[src/rtl/tpbc_pkg.sv]
// Package for the tilt PID balance controller.
// Shared constants, command types, the arctangent table and the gain bundle.
// No dependencies.
package tpbc_pkg;

    localparam int CORDIC_STEPS = 16;
    localparam int SUM_BITS     = 32;

    localparam int STEP_W    = $clog2((CORDIC_STEPS > 16) ? CORDIC_STEPS : 16);
    localparam int SQRT_ITER = 16;
    localparam int CW        = 27;               // CORDIC x/y width
    localparam int ACW       = SUM_BITS + 18;    // PID accumulator width

    localparam logic [STEP_W-1:0] SQRT_LAST   = STEP_W'(SQRT_ITER - 1);
    localparam logic [STEP_W-1:0] CORDIC_LAST = STEP_W'(CORDIC_STEPS - 1);

    // degrees = round(|z| * 1260 / (22 * 2^22))
    localparam logic [10:0] DEG_MUL    = 11'd1260;
    localparam logic [42:0] DEG_BIAS   = 43'd46137344;     // 11 * 2^22
    localparam logic [25:0] DEG_RECIP  = 26'd48806447;     // ceil(2^30 / 22)
    localparam logic [16:0] TILT_MAX   = 17'd23040;
    // drive = floor(|out| * 255 / (90 * 2^16))
    localparam logic [22:0] DRV_FULL   = 23'd5898240;
    localparam logic [17:0] DRV_RECIP  = 18'd186414;       // ceil(2^24 / 90)
    localparam logic [7:0]  DRV_MAX    = 8'd255;

    localparam logic [1:0] REG_GAIN_PROP   = 2'd0;
    localparam logic [1:0] REG_GAIN_INTEG  = 2'd1;
    localparam logic [1:0] REG_GAIN_DERIV  = 2'd2;
    localparam logic [1:0] REG_TARGET_TILT = 2'd3;

    typedef enum logic [3:0] {
        OP_NONE,
        OP_LOAD,
        OP_SQ_Y,
        OP_SQ_Z,
        OP_SQRT,
        OP_CINIT,
        OP_CORDIC,
        OP_DMUL,
        OP_DDIV,
        OP_TILT,
        OP_ERR,
        OP_MUL_P,
        OP_MUL_I,
        OP_MUL_D,
        OP_AMAG,
        OP_SCALE
    } t_op;

    typedef struct packed {
        t_op               op;
        logic              drv;    // final drive divide
        logic              out;    // load result register
        logic [STEP_W-1:0] step;
    } t_cmd;

    typedef struct packed {
        logic signed [15:0] gain_prop;
        logic signed [15:0] gain_integ;
        logic signed [15:0] gain_deriv;
        logic signed [15:0] target_tilt;
    } t_gains;

    function automatic logic signed [31:0] atan_at(input logic [STEP_W-1:0] idx);
        logic signed [31:0] v;
        case (5'(idx))
            5'd0:  v = 32'sd843314856;
            5'd1:  v = 32'sd497837829;
            5'd2:  v = 32'sd263043836;
            5'd3:  v = 32'sd133525158;
            5'd4:  v = 32'sd67021686;
            5'd5:  v = 32'sd33543515;
            5'd6:  v = 32'sd16775850;
            5'd7:  v = 32'sd8388437;
            5'd8:  v = 32'sd4194282;
            5'd9:  v = 32'sd2097149;
            5'd10: v = 32'sd1048575;
            5'd11: v = 32'sd524287;
            5'd12: v = 32'sd262143;
            5'd13: v = 32'sd131071;
            5'd14: v = 32'sd65535;
            5'd15: v = 32'sd32767;
            5'd16: v = 32'sd16383;
            5'd17: v = 32'sd8191;
            5'd18: v = 32'sd4095;
            5'd19: v = 32'sd2047;
            5'd20: v = 32'sd1023;
            5'd21: v = 32'sd511;
            5'd22: v = 32'sd255;
            5'd23: v = 32'sd127;
            default: v = 32'sd0;
        endcase
        return v;
    endfunction

endpackage

[src/rtl/tpbc_regs.sv]
// Configuration register file: gains and target tilt behind an APB-style port.
// Depends on tpbc_pkg.
module tpbc_regs (
    input  logic                 i_clk,
    input  logic                 i_rst_n,
    input  logic                 psel,
    input  logic                 penable,
    input  logic                 pwrite,
    input  logic [3:0]           paddr,
    input  logic [31:0]          pwdata,
    output logic [31:0]          prdata,
    output logic                 pready,
    output tpbc_pkg::t_gains     o_gains
);

    tpbc_pkg::t_gains r_gains;
    logic             w_wr;

    assign pready  = 1'b1;
    assign w_wr    = psel & penable & pwrite;
    assign o_gains = r_gains;

    always_ff @(posedge i_clk) begin
        if (!i_rst_n) begin
            r_gains <= '0;
        end else if (w_wr) begin
            unique case (paddr[3:2])
                tpbc_pkg::REG_GAIN_PROP:   r_gains.gain_prop   <= pwdata[15:0];
                tpbc_pkg::REG_GAIN_INTEG:  r_gains.gain_integ  <= pwdata[15:0];
                tpbc_pkg::REG_GAIN_DERIV:  r_gains.gain_deriv  <= pwdata[15:0];
                tpbc_pkg::REG_TARGET_TILT: r_gains.target_tilt <= pwdata[15:0];
                default: ;
            endcase
        end
    end

    always_comb begin
        unique case (paddr[3:2])
            tpbc_pkg::REG_GAIN_PROP:   prdata = {16'd0, r_gains.gain_prop};
            tpbc_pkg::REG_GAIN_INTEG:  prdata = {16'd0, r_gains.gain_integ};
            tpbc_pkg::REG_GAIN_DERIV:  prdata = {16'd0, r_gains.gain_deriv};
            tpbc_pkg::REG_TARGET_TILT: prdata = {16'd0, r_gains.target_tilt};
            default:                   prdata = 32'd0;
        endcase
    end

endmodule

[config.mk]
export PLATFORM = sky130hd
export DESIGN_NAME = tpbc_regs
export DESIGN_NICKNAME = d
export VERILOG_FILES = /design/src/rtl/tpbc_pkg.sv /design/src/rtl/tpbc_regs.sv
export SDC_FILE = /design/constraint.sdc
export NUM_CORES = 1
export LEC_CHECK = 0
export ABC_AREA = 1
export BUFFER_PORTS_ARGS = -buffer_cell sky130_fd_sc_hd__buf_4
export CAP_MARGIN = 20
export CORE_MARGIN = 2
export CORE_UTILIZATION = 48
export CTS_CLUSTER_SIZE = 20
export DETAILED_ROUTE_END_ITERATION = 10
export PLACE_DENSITY_LB_ADDON = 0.3
export SLEW_MARGIN = 0
export SYNTH_ARGS = -nofsm -noshare
export SYNTH_HDL_FRONTEND = slang
export SYNTH_SLANG_ARGS = --single-unit
export TNS_END_PERCENT = 10
[constraint.sdc]
create_clock -name i_clk -period 1 [get_ports i_clk]
set_input_delay 0.15 -clock i_clk [delete_from_list [all_inputs] [get_ports i_clk]]
set_output_delay 0.15 -clock i_clk [all_outputs]
set_load 0.05 [all_outputs]
Yosys cells after proc, flatten, opt, wreduce, memory -nomap -nowiden. Cells that the tools add are included.

Memory bits (writable): 0. Output and inout bits: 97. Bits in read-only memories: 0. Input bits: 41. Register bits after elaboration: 64. Memories: 0. Bits in latches: 0.

Bitwise logic cells: 2. Eq/ne operators: 3. Reductions and logical operators: 5. Shift-type cells: 0. Magnitude comparators: 0. Multiplexer cells: 1. Div/mod/pow operators: 0. Multiply operators: 0. Add/sub/neg operators: 0.

Operator list (count): $pmux W32 S4 (1); $reduce_and A2 Y1 (4); $eq A2 B2 Y1 const B (2); $and A1 B1 Y1 (2); $eq A2 B1 Y1 const B (1); $logic_not A2 Y1 (1).

Longest topological paths before layout.
Word-level depth: 3. Gate-level depth with buffers: 6. Depth with buffers taken out: 5.

Worst setup path after synthesis. OpenSTA, ideal clock, no wires.

Path type: flip-flop to output port. Start: reg r_gains, in the netlist o_gains[0]. End: out prdata[0]. Path buffers: 0. Arrival: 1.160 ns. Path slack: -0.310 ns. Stages on the path, launching flop included: 3. Path through: dfxtp_1 nand2_1 nand4_1.

Cells in the longest elaborated chain, start to end: 1.

RTL lines: start: declaration (RTL line tpbc_regs.sv:16) `tpbc_pkg::t_gains r_gains;`; $pmux W32 S4 (RTL line tpbc_regs.sv:38) `unique case (paddr[3:2])`; end: declaration (RTL line tpbc_regs.sv:11) `output logic [31:0] prdata,`.

Every way passes these cells. The select of a mux whose other input is x is not followed.

Final worst setup path.
Start: in paddr[2]. End: out prdata[10].

Cells in the longest elaborated chain, start to end: 2. Elaborated cells on any way between the ends: 5. Classes of those cells: eq/ne (3); mux (1); reduce/logical (1).

RTL lines: start: declaration (RTL line tpbc_regs.sv:9) `input logic [3:0] paddr,`; $eq A2 B2 Y1 (tied with other cells) (RTL line tpbc_regs.sv:38); $pmux W32 S4 (*) (RTL line tpbc_regs.sv:38).

Every way passes the cells marked *; elsewhere a longest branch is shown, timed or not. The select of a mux whose other input is x is not followed.

==> run summary <==
ANT cells: 0
Setup_tns: -6050 ps
Sw Share: 30.18%
Post-synth EDFFs: 0
Post-layout minimum cycle time: 1228 ps
Vias per inst: 5.280
Crit path cell chain: buf_4 > inv_2 > nor2_4 > buf_4 > nand2_1 > nand4_1 > buf_6
Pre-CTS setup slack: -239.6 ps
Syn_area_per_cell: 6.588 µm²
DR vias: 3717
Initial Util: 49.73%
Pre-antenna DRT Iters: 6
Share of post-route cells with drive strength above 1: 43.38%
Final setup fails: 62
Cts bufs inserted: 9
Slowest stage delay, CP: 210 ps
Sw power: 1.872 mW
Clk Latency, worst-skew pair: 340 ps
Clock Path Buffers: 2
Status: finished, violations left
Clock skew: 0 ps
Seq/Total Area, Yosys: 40.35%
Worst EP arrival: 1080 ps
Fraction of registers with async set/reset: 0%
Top cell type's share of synthesized area: 40.35%
Yosys warns: 0
# fillers: 383
Cells after Synth: 482
P&R area growth vs syn: 69.70%
Drt drc: 0
Post-DP HPWL: 6432 µm
Primary FF master, synth: dfxtp_1
Placer congestion estimate: 0.7924
Routed len/inst: 15.56 µm
CP Class: in2out
Final-report hold violation count: 0
Count leader, synth: nand2_1
PwrDens: 1151 nW/µm²
Die area: 7282 µm²
CP endpoint kind: output pin
Hold Path End: o_gains[36]
Slew Limit Fails: 0
Static Leak: 2.412 nW
Max FFs per register: 64
Chip height: 85.34 µm
Largest net degree at the start of global routing: 65
CORE AREA: 6386 µm²
Worst-path clk slew: 70 ps
CTS tree: yes
Io pins: 138
Num rows: 29
Clk pwr share: 38.2%
Internal reg-to-reg setup slack: 220 ps
Worst Reg-to-Reg Cells: 3
WP data required: 850 ps
Commonest cells in the netlist: nand2_1 (133), nor2_1 (129), dfxtp_1 (64), nand3_1 (64), buf_4 (24)
Hold path depth: 5
Sequential Power Share: 40.9%
Biggest area consumer among synthesized cells: dfxtp_1
Type of the worst min-delay path: in2reg
Fmax: 814.4 MHz
RSZ-0062 raised after global routing: yes
Fin nets: 663
Synth Cell Area: 3176 µm²
#FFs+latches synth: 64
Pint: 4.329 mW
Htree depth: 3
Worst Setup Start Kind: input port
Max Cap Violations: 0
Root Driver: clkbuf_8
Final core utilization: 84.38%
Placed insts: 659
Worst-path fanout max: 8
DIE WIDTH: 85.34 µm
Crit Reg-Reg Endpoint: o_gains[10]
DRT iter0 DRCs: 255
Port Buf Inserts: 102
Overflow after GRT: 0
Distinct cells, synth: 16
Number of global-route vias before repair: 3368
First-pass GRT wire length: 16490 µm
Comb pwr share: 20.9%
Final worst slack: -227.8 ps
Initial antenna violation count: 0
Antenna-violating nets left: 0
Total chip power: 6.201 mW
Failing checks: setup timing
CTS sink cnt: 64
Origin of the critical flop-to-flop path: o_gains[10]
Fin cells: 704
Fin crit share: 122.8%
Top cells by area, synth: dfxtp_1 (40%), nand2_1 (16%), nor2_1 (15%)
GRT Util Overall: 28.48%
Slowest-stage cell, CP: buf_4
HP Start: pwdata[4]
Post-Route WL: 10960 µm
Worst vdd ir: 0.001164 V
Top cell by count, worst path: buf_4
==> how the worst max path moves through the flow <==
stage	from	endpoint	cells after the start
floorplan	o_gains[48]	prdata[0]	2
global placement	paddr[3]	prdata[12]	6
detailed placement	paddr[3]	prdata[12]	6
CTS	o_gains[3]	prdata[3]	3
global route	o_gains[61]	prdata[13]	3
finish	paddr[2]	prdata[10]	7
==> worst max-delay path: cells and delay by family <==
family                 cells  cell delay [ps]
AND/OR/NAND/NOR            3              330
buffers and inverters      4              580
==> metrics by stage <==
step	hold WS, ps	instance area [µm²]
final	167.8	5389
after global routing	193.5	5389
after CTS	150.7	5109
after detailed placement	487.2	4345
after global placement	476.5	4345
after floorplan	384.5	3525
==> power by group through the flow <==
stage / clock network, mW / registers, mW / logic, mW
CTS: 2.39 / 2.53 / 1.22
detailed placement: 0 / 2.58 / 1.12
finish: 2.37 / 2.54 / 1.30
floorplan: 0 / 2.77 / 0.641
global placement: 0 / 2.58 / 1.10
global route: 2.51 / 2.54 / 1.37
==> area by class of cell <==
cell class | count | area, µm² | share of cell area (%)
flip-flops and latches | 64 | 1521 | 28.23
inverters | 20 | 75.07 | 1.393
clock buffers | 12 | 135.1 | 2.508
repair buffers | 160 | 1861 | 34.53
well taps | 77 | 96.34 | 1.788
clock inverters | 4 | 68.82 | 1.277
multi-input cells | 367 | 1632 | 30.28
==> logic make-up (layout without fill, tap and decap cells) <==
kind of cell,Yosys count,in the layout,share of synthesized area [%]
simple gates,350,350,46.93
buf+inv,66,196,12.49
flops,64,64,40.35
other cells,2,17,0.2365
==> cells in the final DEF, fill, tap and decap left out, drive strengths merged <==
cell    synthesis  routed
buf            44     160
bufinv          0       2
clkbuf          2      12
clkinv          0       2
conb            2      17
dfxtp          64      64
inv            20      20
nand2         133     133
nand3          65      65
nand4          16      16
nor2          136     136
==> layer usage <==
metal	GRT usage, %	share of wire (%)	up-vias
met3	6.712	8.2	21
li1	-	-	1766
met5	0	0	-
met2	48.08	51	199
met1	35.91	39	1731
met4	9.091	1.8	0
==> repair_timing <==
item                       in CTS  in global routing
buffers inserted               12                 17
setup endpoints to repair      80                 80
hold buffers                    0                  0
pin swaps                      17                 12
cloned                          0                  0
resized for setup             126                 47
(Power assumes the default switching activity.)
