$ cat src/rtl/tpbc_pkg.sv
// Package for the tilt PID balance controller.
// Shared constants, command types, the arctangent table and the gain bundle.
// No dependencies.
package tpbc_pkg;

    localparam int CORDIC_STEPS = 16;
    localparam int SUM_BITS     = 32;

    localparam int STEP_W    = $clog2((CORDIC_STEPS > 16) ? CORDIC_STEPS : 16);
    localparam int SQRT_ITER = 16;
    localparam int CW        = 27;               // CORDIC x/y width
    localparam int ACW       = SUM_BITS + 18;    // PID accumulator width

    localparam logic [STEP_W-1:0] SQRT_LAST   = STEP_W'(SQRT_ITER - 1);
    localparam logic [STEP_W-1:0] CORDIC_LAST = STEP_W'(CORDIC_STEPS - 1);

    // degrees = round(|z| * 1260 / (22 * 2^22))
    localparam logic [10:0] DEG_MUL    = 11'd1260;
    localparam logic [42:0] DEG_BIAS   = 43'd46137344;     // 11 * 2^22
    localparam logic [25:0] DEG_RECIP  = 26'd48806447;     // ceil(2^30 / 22)
    localparam logic [16:0] TILT_MAX   = 17'd23040;
    // drive = floor(|out| * 255 / (90 * 2^16))
    localparam logic [22:0] DRV_FULL   = 23'd5898240;
    localparam logic [17:0] DRV_RECIP  = 18'd186414;       // ceil(2^24 / 90)
    localparam logic [7:0]  DRV_MAX    = 8'd255;

    localparam logic [1:0] REG_GAIN_PROP   = 2'd0;
    localparam logic [1:0] REG_GAIN_INTEG  = 2'd1;
    localparam logic [1:0] REG_GAIN_DERIV  = 2'd2;
    localparam logic [1:0] REG_TARGET_TILT = 2'd3;

    typedef enum logic [3:0] {
        OP_NONE,
        OP_LOAD,
        OP_SQ_Y,
        OP_SQ_Z,
        OP_SQRT,
        OP_CINIT,
        OP_CORDIC,
        OP_DMUL,
        OP_DDIV,
        OP_TILT,
        OP_ERR,
        OP_MUL_P,
        OP_MUL_I,
        OP_MUL_D,
        OP_AMAG,
        OP_SCALE
    } t_op;

    typedef struct packed {
        t_op               op;
        logic              drv;    // final drive divide
        logic              out;    // load result register
        logic [STEP_W-1:0] step;
    } t_cmd;

    typedef struct packed {
        logic signed [15:0] gain_prop;
        logic signed [15:0] gain_integ;
        logic signed [15:0] gain_deriv;
        logic signed [15:0] target_tilt;
    } t_gains;

    function automatic logic signed [31:0] atan_at(input logic [STEP_W-1:0] idx);
        logic signed [31:0] v;
        case (5'(idx))
            5'd0:  v = 32'sd843314856;
            5'd1:  v = 32'sd497837829;
            5'd2:  v = 32'sd263043836;
            5'd3:  v = 32'sd133525158;
            5'd4:  v = 32'sd67021686;
            5'd5:  v = 32'sd33543515;
            5'd6:  v = 32'sd16775850;
            5'd7:  v = 32'sd8388437;
            5'd8:  v = 32'sd4194282;
            5'd9:  v = 32'sd2097149;
            5'd10: v = 32'sd1048575;
            5'd11: v = 32'sd524287;
            5'd12: v = 32'sd262143;
            5'd13: v = 32'sd131071;
            5'd14: v = 32'sd65535;
            5'd15: v = 32'sd32767;
            5'd16: v = 32'sd16383;
            5'd17: v = 32'sd8191;
            5'd18: v = 32'sd4095;
            5'd19: v = 32'sd2047;
            5'd20: v = 32'sd1023;
            5'd21: v = 32'sd511;
            5'd22: v = 32'sd255;
            5'd23: v = 32'sd127;
            default: v = 32'sd0;
        endcase
        return v;
    endfunction

endpackage

$ cat src/rtl/tpbc_ctrl.sv
// Sequencer: steps the datapath through square, root, CORDIC, degrees, PID and drive.
// Depends on tpbc_pkg.
module tpbc_ctrl (
    input  logic               i_clk,
    input  logic               i_rst_n,
    input  logic               i_in_valid,
    output logic               o_in_ready,
    output logic               o_out_valid,
    input  logic               i_out_ready,
    output tpbc_pkg::t_cmd     o_cmd
);

    typedef enum logic [4:0] {
        S_IDLE, S_SQY, S_SQZ, S_SQRT, S_CINIT, S_CORD, S_DMUL, S_DDIV, S_TILT,
        S_ERR, S_MP, S_MI, S_MD, S_AMAG, S_SCALE, S_DRV, S_OUT
    } t_state;

    t_state                          r_state, n_state;
    logic [tpbc_pkg::STEP_W-1:0]     r_cnt, n_cnt;
    logic                            r_ovalid, n_ovalid;

    assign o_in_ready  = (r_state == S_IDLE);
    assign o_out_valid = r_ovalid;

    always_comb begin
        n_state  = r_state;
        n_cnt    = r_cnt;
        n_ovalid = r_ovalid & ~i_out_ready;
        o_cmd    = '{op: tpbc_pkg::OP_NONE, drv: 1'b0, out: 1'b0, step: r_cnt};
        unique case (r_state)
            S_IDLE: if (i_in_valid) begin
                o_cmd.op = tpbc_pkg::OP_LOAD;
                n_state  = S_SQY;
            end
            S_SQY: begin
                o_cmd.op = tpbc_pkg::OP_SQ_Y;
                n_state  = S_SQZ;
            end
            S_SQZ: begin
                o_cmd.op = tpbc_pkg::OP_SQ_Z;
                n_cnt    = '0;
                n_state  = S_SQRT;
            end
            S_SQRT: begin
                o_cmd.op = tpbc_pkg::OP_SQRT;
                n_cnt    = r_cnt + 1'b1;
                if (r_cnt == tpbc_pkg::SQRT_LAST) n_state = S_CINIT;
            end
            S_CINIT: begin
                o_cmd.op = tpbc_pkg::OP_CINIT;
                n_cnt    = '0;
                n_state  = S_CORD;
            end
            S_CORD: begin
                o_cmd.op = tpbc_pkg::OP_CORDIC;
                n_cnt    = r_cnt + 1'b1;
                if (r_cnt == tpbc_pkg::CORDIC_LAST) n_state = S_DMUL;
            end
            S_DMUL:  begin o_cmd.op = tpbc_pkg::OP_DMUL;   n_state = S_DDIV;  end
            S_DDIV:  begin o_cmd.op = tpbc_pkg::OP_DDIV;   n_state = S_TILT;  end
            S_TILT:  begin o_cmd.op = tpbc_pkg::OP_TILT;   n_state = S_ERR;   end
            S_ERR:   begin o_cmd.op = tpbc_pkg::OP_ERR;    n_state = S_MP;    end
            S_MP:    begin o_cmd.op = tpbc_pkg::OP_MUL_P;  n_state = S_MI;    end
            S_MI:    begin o_cmd.op = tpbc_pkg::OP_MUL_I;  n_state = S_MD;    end
            S_MD:    begin o_cmd.op = tpbc_pkg::OP_MUL_D;  n_state = S_AMAG;  end
            S_AMAG:  begin o_cmd.op = tpbc_pkg::OP_AMAG;   n_state = S_SCALE; end
            S_SCALE: begin o_cmd.op = tpbc_pkg::OP_SCALE;  n_state = S_DRV;   end
            S_DRV:   begin o_cmd.drv = 1'b1;               n_state = S_OUT;   end
            S_OUT: if (!r_ovalid || i_out_ready) begin
                o_cmd.out = 1'b1;
                n_ovalid  = 1'b1;
                n_state   = S_IDLE;
            end
            default: n_state = S_IDLE;
        endcase
    end

    always_ff @(posedge i_clk) begin
        if (!i_rst_n) begin
            r_state  <= S_IDLE;
            r_cnt    <= '0;
            r_ovalid <= 1'b0;
        end else begin
            r_state  <= n_state;
            r_cnt    <= n_cnt;
            r_ovalid <= n_ovalid;
        end
    end

endmodule

$ cat config.mk
export PLATFORM = sky130hd
export DESIGN_NAME = tpbc_ctrl
export DESIGN_NICKNAME = d
export VERILOG_FILES = /design/src/rtl/tpbc_pkg.sv /design/src/rtl/tpbc_ctrl.sv
export SDC_FILE = /design/constraint.sdc
export NUM_CORES = 1
export LEC_CHECK = 0
export BUFFER_PORTS_ARGS = -buffer_cell sky130_fd_sc_hd__buf_4
export CORE_AREA = 2 2 39 41
export DETAILED_ROUTE_END_ITERATION = 6
export DIE_AREA = 0 0 41 43
export PLACE_DENSITY = 0.72
export SLEW_MARGIN = 0
export SYNTH_ARGS = -nofsm -noshare
export SYNTH_HDL_FRONTEND = slang
export SYNTH_SLANG_ARGS = --single-unit
$ cat constraint.sdc
create_clock -name i_clk -period 2.2 [get_ports i_clk]
set_input_delay 0 -clock i_clk [delete_from_list [all_inputs] [get_ports i_clk]]
set_output_delay 0 -clock i_clk [all_outputs]
set_load 0.03 [all_outputs]
[Word-level counts from Yosys, hierarchy flattened]
Cells that the tools add are included.
Operators by class
  equality and inequality tests: 21
  bitwise logic cells: 2
  reductions and logical operators: 7
  $add $sub $neg: 1
  mux-type cells: 13
Operator list (count)
  5-bit one-hot mux with 17 select lines: 1
  4-bit one-hot mux with 15 select lines: 1
  5-bit by 4-bit equality test with 1-bit output, second input constant: 8
  5-bit by 3-bit equality test with 1-bit output, second input constant: 4
  5-bit two-way mux: 4
  5-bit by 2-bit equality test with 1-bit output, second input constant: 2
  2-bit inequality test, second input constant: 4
  4-bit one-hot mux with 2 select lines: 1
  1-bit two-way mux: 6
  5-bit by 1-bit equality test with 1-bit output, second input constant: 1
  5-bit equality test, second input constant: 1
  5-bit zero test: 1
  4-bit by 1-bit adder with 4-bit output, second input constant: 1
  4-bit equality test, second input constant: 1
  4-bit AND reduction: 1
  2-bit OR reduction: 2
  2-bit nonzero test: 1
  1-bit AND: 1
  1-bit zero test: 1
  1-bit logical OR: 1
  1-bit inverter: 1
Word-level totals
  logic and storage cells: 47
  flip-flop bits (word level): 10

[Depth between registers and ports, before layout]
Gate-level depths: netlist (run 1).
  word-level depth: 4
  gate-level depth with buffers: 5
  depth with buffers taken out: 5

[Worst setup path after synthesis (run 1)]
Ideal clock, no wire load.
  path kind: reg2reg
  start point: register r_cnt[0] (netlist bit)
  end point: register r_state[4]
  setup time: 115 ps
  buffers on the path: 0
  data required time: 2085 ps
  slack: 809 ps
  cell stages (with the launch flop): 6
  arrival time: 1276 ps
  cells stage by stage: dfxtp_1 -> ha_1 -> nand3_1 -> nand2_1 -> o21ai_4 -> a31o_1
On the way
  word-level cells in the longest chain between the ends: 3
  elaborated cells between the ends (all ways): 4
RTL lines
  start, declared: line tpbc_ctrl.sv:19  | logic [tpbc_pkg::STEP_W-1:0] r_cnt, n_cnt;
  start signal, assigned: line tpbc_ctrl.sv:85  | r_cnt <= n_cnt;
  4-bit equality test *: line tpbc_ctrl.sv:47, tpbc_ctrl.sv:57
  2-bit inequality test (no source line)
  4-bit AND reduction (no source line) *
  end signal, assigned: line tpbc_ctrl.sv:84  | r_state <= n_state;
  end, declared: line tpbc_ctrl.sv:18  | t_state r_state, n_state;
Every way passes the cells marked *; elsewhere a longest branch is shown, timed or not.
A chain may end at the register's enable or synchronous reset.

[Worst setup path after layout (run 1)]
  start point: register r_state[0]
  end point: register r_cnt[2] (netlist bit)
On the way
  word-level cells in the longest chain between the ends: 3
  elaborated cells between the ends (all ways): 8
RTL lines
  5-bit by 2-bit equality test with 1-bit output / 5-bit by 3-bit equality test with 1-bit output (equally long branches): line tpbc_ctrl.sv:30  | unique case (r_state)
  2-bit OR reduction (no source line)
  4-bit one-hot mux with 2 select lines / 2-bit nonzero test (equally long branches)
Several ways; a longest one is shown, not always the timed one.

==> impl_metrics.py, run 1 <==
metrics = {
    "yosys": {
        "avgSynthCellArea_um2": 8.61,
        "ys_seq_area_share_pct": 31.0,
        "yosys_warnings": 0,
        "ys_ff_latch": 10,
        "yosysUniqueCellTypes": 31,
        "syn_area_um2": 646,
        "synth_cells": 75,
        "synth_fp_nets": 80,
    },
    "sta": {
        "hold_viol": 0,
        "period_needed_ns": 1.62,
        "setup_viol": 0,
        "max_freq_mhz": 618,
        "grt_setup_unrepaired": "no",
        "relSlewSlack_pct": 64.4,
        "fin_skew_ns": 0.00346,
        "finalCritPeriodShare_pct": 73.6,
        "tightest_slew_ns": 0.533,
        "setup_tns_ns": 0,
        "slew_viol_final": 0,
    },
    "clocking": {
        "cts_sinks": 10,
        "clk_latency_ns": 0.26,
        "cts.clk_slew.worst_paths_ns": 0.07,
        "clock_path_buffers": 2,
        "cts_setup_buffers": 0,
        "ctsResizeCount": 0,
        "cts_made_buffers": 3,
        "cts_tree": "built",
        "cts_root_buf": "clkbuf_4",
        "htreeDepth": 1,
        "postCtsHoldBufs": 0,
    },
    "worst_hold_path": {
        "hp-class": "input pin to flop",
    },
    "routing": {
        "wire_per_inst_um": 12.0,
        "viasPerCell": 5.24,
        "dr_total_vias": 545,
        "drtAntennaViolNets": 0,
        "drc": 0,
        "drt-total-wl_um": 1240,
        "drt_iter0_markers": 10,
        "firstDrtPassIters": 4,
    },
    "setup_path": {
        "slowest_stage": "dfxtp_1",
        "critical_path_class": "flop to flop",
        "path_cells": "or3b_2 -> nor2_1 -> nand3b_1 -> a21boi_0",
        "critPathMaxStageDelay_ns": 0.57,
        "end_kind": "flop",
        "cp_data_arrival_time_ns": 1.81,
        "required_ns": 2.39,
        "crit_fanout": 12,
        "critPathLaunchType": "flop",
    },
    "grt": {
        "grt_pass1_wl_um": 2010,
        "grt_max_degree": 18,
        "grt-busiest-layer": "met2",
        "grt_use_met1_pct": 22.3,
        "antenna_found_initial": 0,
        "grtUsageMet3_pct": 6.28,
        "grt_pass1_vias": 455,
        "grt_overflow": 0,
        "grt_util_met2_pct": 23.4,
        "grtUsageTotal_pct": 17.5,
    },
    "placed_design": {
        "numPortBuffers": 15,
        "gp_congestion": 0.751,
        "place_hpwl_um": 878,
    },
    "pwr": {
        "p_leak_nw": 0.315,
        "p_per_area_nw_per_um2": 791,
        "irDropWorstVdd_v": 0.000438,
        "power_frac_seq_pct": 38.2,
        "intPower_mw": 0.362,
        "power_switching_share_pct": 38.8,
        "power_frac_comb_pct": 40.5,
        "p_sw_mw": 0.230,
        "clkPwrFrac_pct": 21.3,
        "finalPower_mw": 0.592,
    },
    "layout": {
        "layout_common_cells": "buf_4 (15), dfxtp_1 (10), nor2_1 (9), nand2_1 (8)",
        "syn_to_final_growth_pct": 15.9,
        "final_common_cell": "buf_4",
        "nets": 95,
        "drive_gt1_share_pct": 30.7,
        "antenna-diode-count": 0,
    },
    "floorplanning": {
        "start_util_pct": 46.7,
        "rows": 14,
        "io_pins": 16,
        "dieHeight_um": 43,
        "die_w_um": 41,
        "core-area_um2": 1380,
        "die-area_um2": 1760,
    },
    "status": {
        "status": "completed",
    },
    "flow_run": {
        "maxCapViolations": 0,
    },
}
cells by family after synthesis:
logic type / Yosys count / synth area share [%]
AO/OA/AOI/OAI: 11 / 13.0
XOR/XNOR: 4 / 6.59
flip-flops: 10 / 31.0
adder cells (fa/ha/maj): 1 / 1.94
buffers and inverters: 5 / 8.14
AND/OR/NAND/NOR: 42 / 36.2
multiplexers: 2 / 3.10
worst max-delay path, delay by kind of cell, from the launching register on:
kind | cells | cell delay [ns]
simple gates | 3 | 0.82
flops | 1 | 0.57
compound gates | 1 | 0.16
layout make-up:
cell class / count / area (um^2)
repair buffers: 15 / 113
flip-flops and latches: 10 / 200
well taps: 16 / 20.0
multi-input cells: 60 / 393
fillers: 130 / 636
clock buffers: 3 / 22.5
state kept, by name, indices dropped and copies added (netlist names):
register     cells
r_cnt            4
o_out_valid      1
r_state          5
Yosys cell counts:
| cell | count | area, um^2 |
|---|---|---|
| buf_6 | 3 | 33.8 |
| xnor2_1 | 1 | 8.76 |
| ha_1 | 1 | 12.5 |
| or3b_2 | 1 | 8.76 |
| and2_1 | 1 | 6.26 |
| nor3_1 | 4 | 20.0 |
| xor2_1 | 2 | 17.5 |
| dfxtp_1 | 10 | 200 |
| nand2_1 | 8 | 30.0 |
| o21ai_0 | 2 | 10.0 |
| a21boi_0 | 4 | 30.0 |
| mux2i_1 | 2 | 20.0 |
| nand3b_1 | 1 | 7.51 |
| nand2b_1 | 3 | 18.8 |
| or3_4 | 1 | 11.3 |
| nand4_1 | 1 | 6.26 |
| nor2b_1 | 3 | 18.8 |
| a31o_1 | 1 | 8.76 |
| o21ai_4 | 1 | 16.3 |
| and3b_2 | 1 | 10.0 |
| nor2_1 | 9 | 33.8 |
| and3_1 | 1 | 6.26 |
| a21oi_1 | 2 | 10.0 |
| clkbuf_8 | 1 | 13.8 |
| o21ai_2 | 1 | 8.76 |
| xnor2_2 | 1 | 16.3 |
| clkbuf_2 | 1 | 5.00 |
| nand3_1 | 4 | 20.0 |
| nor4_1 | 1 | 6.26 |
| nor4_2 | 1 | 12.5 |
| and2b_2 | 2 | 17.5 |
power by group through the flow:
stage | combinational, mW | sequential (mW) | clock (mW)
3_3_place_gp | 0.240 | 0.229 | 0
6_report | 0.240 | 0.226 | 0.126
3_5_place_dp | 0.240 | 0.230 | 0
4_1_cts | 0.242 | 0.226 | 0.131
2_1_floorplan | 0.218 | 0.210 | 0
5_1_grt | 0.265 | 0.230 | 0.142
worst paths after layout:
kind         depth (start not counted)                     to                     from  slack, ns
max reg2reg                          4  r_cnt[2]$_SDFFE_PN0P_  r_state[0]$_SDFFE_PN0P_       0.58
max                                  4  r_cnt[2]$_SDFFE_PN0P_  r_state[0]$_SDFFE_PN0P_       0.58
min                                  2  r_cnt[0]$_SDFFE_PN0P_                  i_rst_n       0.03
min reg2reg                          2  r_cnt[1]$_SDFFE_PN0P_    r_cnt[1]$_SDFFE_PN0P_       0.50
routing by layer:
layer  vias up  wire length [um]
li1        284                 -
met1       247               608
met2        12               569
met3         2                55
met4         0                11
met5         -                 0
metrics by stage:
stage | instance area (um^2) | hold slack [ns] | worst slack (ns) | cells | utilization [%]
floorplan | 646 | 0.203 | 0.809 | 75 | -
global placement | 726 | 0.305 | 0.647 | 101 | 52.4
detailed placement | 726 | 0.308 | 0.613 | 101 | 52.4
CTS | 748 | 0.0284 | 0.579 | 104 | 54.1
global route | 748 | 0.0268 | 0.457 | 104 | 54.1
finish | 748 | 0.0315 | 0.581 | 104 | 54.1
No activity file was read; power rests on OpenSTA's default activity.
==> run 2: changes to the inputs <==
- ABC_AREA: unset -> 1
- CORE_AREA: 2 2 39 41 -> unset
- CORE_MARGIN: unset -> 2
- CORE_UTILIZATION: unset -> 45
- DIE_AREA: 0 0 41 43 -> unset
- PLACE_DENSITY: 0.72 -> 0.7
- clock period: 2.2 -> 1.45 ns (I/O delays scaled with it)
==> run 2 against run 1 <==
  * Clock skew increased by 0.0035 ns
  * Total power increased by 140%
  * Area after synthesis decreased by 1.6%
  * Highest routed layer unchanged
  * Critical path depth increased by 2
  * Sequential share of layout area decreased by 2.3 points
  * Utilization increased by 12 points
  * Largest power group unchanged
==> impl_metrics.py, run 2 <==
metrics = {
    "status": {
        "status": "completed",
    },
    "yosys": {
        "ys_ff_latch": 10,
        "yosys-top-cells-area": "dfxtp_1 (31%), nand2_1 (12%), nor2_1 (9.4%)",
        "synth_adder_area_share_pct": 1.97,
        "yosysUniqueCellTypes": 18,
        "ys_async_sr_fraction_pct": 0,
        "synth_cells": 98,
        "synth_compound_area_share_pct": 6.69,
        "yosysTopAreaCellShare_pct": 31.5,
        "synth_xor_area_share_pct": 1.38,
        "synth_largest_area_cell": "dfxtp_1",
        "syn_area_um2": 636,
        "synth_commonest_cells": "nand2_1 (20), nor2_1 (16), inv_1 (12)",
        "synthFlopType": "dfxtp_1",
        "synth_top_family_by_area": "simple AND/OR/NAND/NOR gates",
        "synth_mux_area_share_pct": 0,
        "yosys.area_share.simple_pct": 49.6,
        "yosys_warnings": 0,
        "synth-edff-count": 0,
        "synth_fp_nets": 103,
        "synth_most_common_cell": "nand2_1",
        "avgSynthCellArea_um2": 6.49,
        "ys_seq_area_share_pct": 31.5,
    },
    "routing": {
        "firstDrtPassIters": 4,
        "drtAntennaViolNets": 0,
        "drt_iter0_markers": 18,
        "drc": 0,
        "dr_total_vias": 714,
        "met3WireLength_um": 82,
        "dr_wl_met2_um": 763,
        "highest_layer": "met4",
        "wire_per_inst_um": 11.4,
        "viasPerCell": 5.37,
        "drt-total-wl_um": 1510,
        "drt-met1-wl_um": 638,
    },
    "grt": {
        "antenna_found_initial": 0,
        "grt_pass1_vias": 618,
        "grtUsageTotal_pct": 18.8,
        "grt_pass1_wl_um": 2490,
        "grt_max_degree": 10,
        "grt_overflow": 0,
    },
    "floorplanning": {
        "dieHeight_um": 41.6,
        "rows": 13,
        "io_pins": 16,
        "start_util_pct": 48.2,
        "die_w_um": 41.6,
        "core-area_um2": 1320,
        "die-area_um2": 1730,
    },
    "setup_path": {
        "required_ns": 1.45,
        "end_kind": "output pin",
        "crit_fanout": 4,
        "cp_data_arrival_time_ns": 1.37,
        "critical_path_class": "flop to output pin",
        "critPathLaunchType": "flop",
    },
    "flow_run": {
        "maxCapViolations": 0,
    },
    "layout": {
        "fillers": 132,
        "final_common_cell": "nand2_1",
        "seqCellArea_um2": 211,
        "antenna-diode-count": 0,
        "final_util_pct": 65.7,
        "finalNonFillerCells": 133,
        "largest_reg_flops": 5,
        "stdcell_area_um2": 866,
        "nets": 125,
        "largest_register": "r_state",
        "drive_gt1_share_pct": 36.4,
        "layout_common_cells": "nand2_1 (19), nor2_1 (16), buf_4 (15), inv_1 (12)",
        "syn_to_final_growth_pct": 36.2,
        "multi_input_area_um2": 423,
    },
    "clocking": {
        "cts_made_buffers": 3,
        "clock_path_buffers": 2,
        "cts_root_buf": "clkbuf_4",
        "htreeDepth": 1,
        "cts.clk_slew.worst_paths_ns": 0.06,
        "cts_tree": "built",
        "cts_sinks": 10,
        "clk_latency_ns": 0.26,
    },
    "sta": {
        "whs_ns": 0.0758,
        "tightest_slew_ns": 0.262,
        "relSlewSlack_pct": 82.5,
        "grt_setup_unrepaired": "no",
        "max_freq_mhz": 732,
        "hold_viol": 0,
        "finalCritPeriodShare_pct": 94.2,
        "period_needed_ns": 1.37,
        "setup_viol": 0,
        "slew_viol_final": 0,
        "fin_skew_ns": 0.00696,
        "worst_slack_ns": 0.0840,
        "setup_tns_ns": 0,
    },
    "pwr": {
        "p_leak_nw": 0.407,
        "irDropWorstVdd_v": 0.000772,
        "p_per_area_nw_per_um2": 1640,
        "finalPower_mw": 1.42,
    },
    "placed_design": {
        "placedCellCount": 128,
        "numPortBuffers": 15,
        "placed_area_um2": 781,
        "place_ws_ns": 0.0694,
        "place_hpwl_um": 1180,
        "gp_congestion": 0.783,
    },
    "worst_hold_path": {
        "hp-class": "input pin to flop",
    },
}
## run 2: changes by cell type after synthesis, sizes merged, moves of 4 or more
| cell | change |
|---|---|
| inv | +15 |
| nand3 | +7 |
| nor2 | +12 |
| nand2 | +15 |
| a21boi | -4 |
| a21oi | +4 |
## run 2: worst paths after layout
check | endpoint | from | cells after the start | slack (ns)
max | o_cmd[6] | r_cnt[1]$_SDFFE_PN0P_ | 6 | 0.08
min | o_out_valid$_SDFF_PN0_ | i_out_ready | 4 | 0.08
max reg2reg | r_state[0]$_SDFFE_PN0P_ | r_cnt[1]$_SDFFE_PN0P_ | 8 | 0.16
min reg2reg | r_cnt[1]$_SDFFE_PN0P_ | r_cnt[1]$_SDFFE_PN0P_ | 2 | 0.52
## run 2: logic make-up (layout without fill, tap and decap cells)
logic type	after synthesis	in the layout
adders and majority gates	1	1
buffers and inverters	15	35
DFF	10	10
and+or+nand+nor	63	63
AOI/OAI and AO/OA	8	8
xor gates and xnor gates	1	1
## run 2: repair_timing
action                                 CTS  global route
setup buffers                            1             0
hold buffers                             1             0
endpoints found under the hold margin    2             0
setup endpoints to repair                1             3
pin swaps                                0             1
gates resized for setup                  4             8
## run 2: area by class of cell
class	count	area share [%]
tap	15	2.17
sequential	10	24.4
inverter	15	6.50
clock buffer	3	2.60
multi-input combinational	73	48.8
timing repair buffer	17	15.5
## run 2: layer usage
layer	vias to the layer above	GRT usage (%)
li1	361	-
met1	324	23.2
met2	24	29.1
met3	5	5.65
met4	0	10.3
met5	-	0
## run 2: where the power goes
| part | switching (mW) | total [mW] | internal, mW |
|---|---|---|---|
| Clock | 0.0877 | 0.183 | 0.0955 |
| Sequential | 0.0638 | 0.386 | 0.322 |
| Combinational | 0.540 | 0.848 | 0.308 |
## run 2: critical path: stages, from the launching register on
cell     delay [ns]
dfxtp_4        0.37
ha_4           0.15
nand3_4        0.09
nand3_2        0.09
nand2_2        0.07
nor3_4         0.17
buf_6          0.15
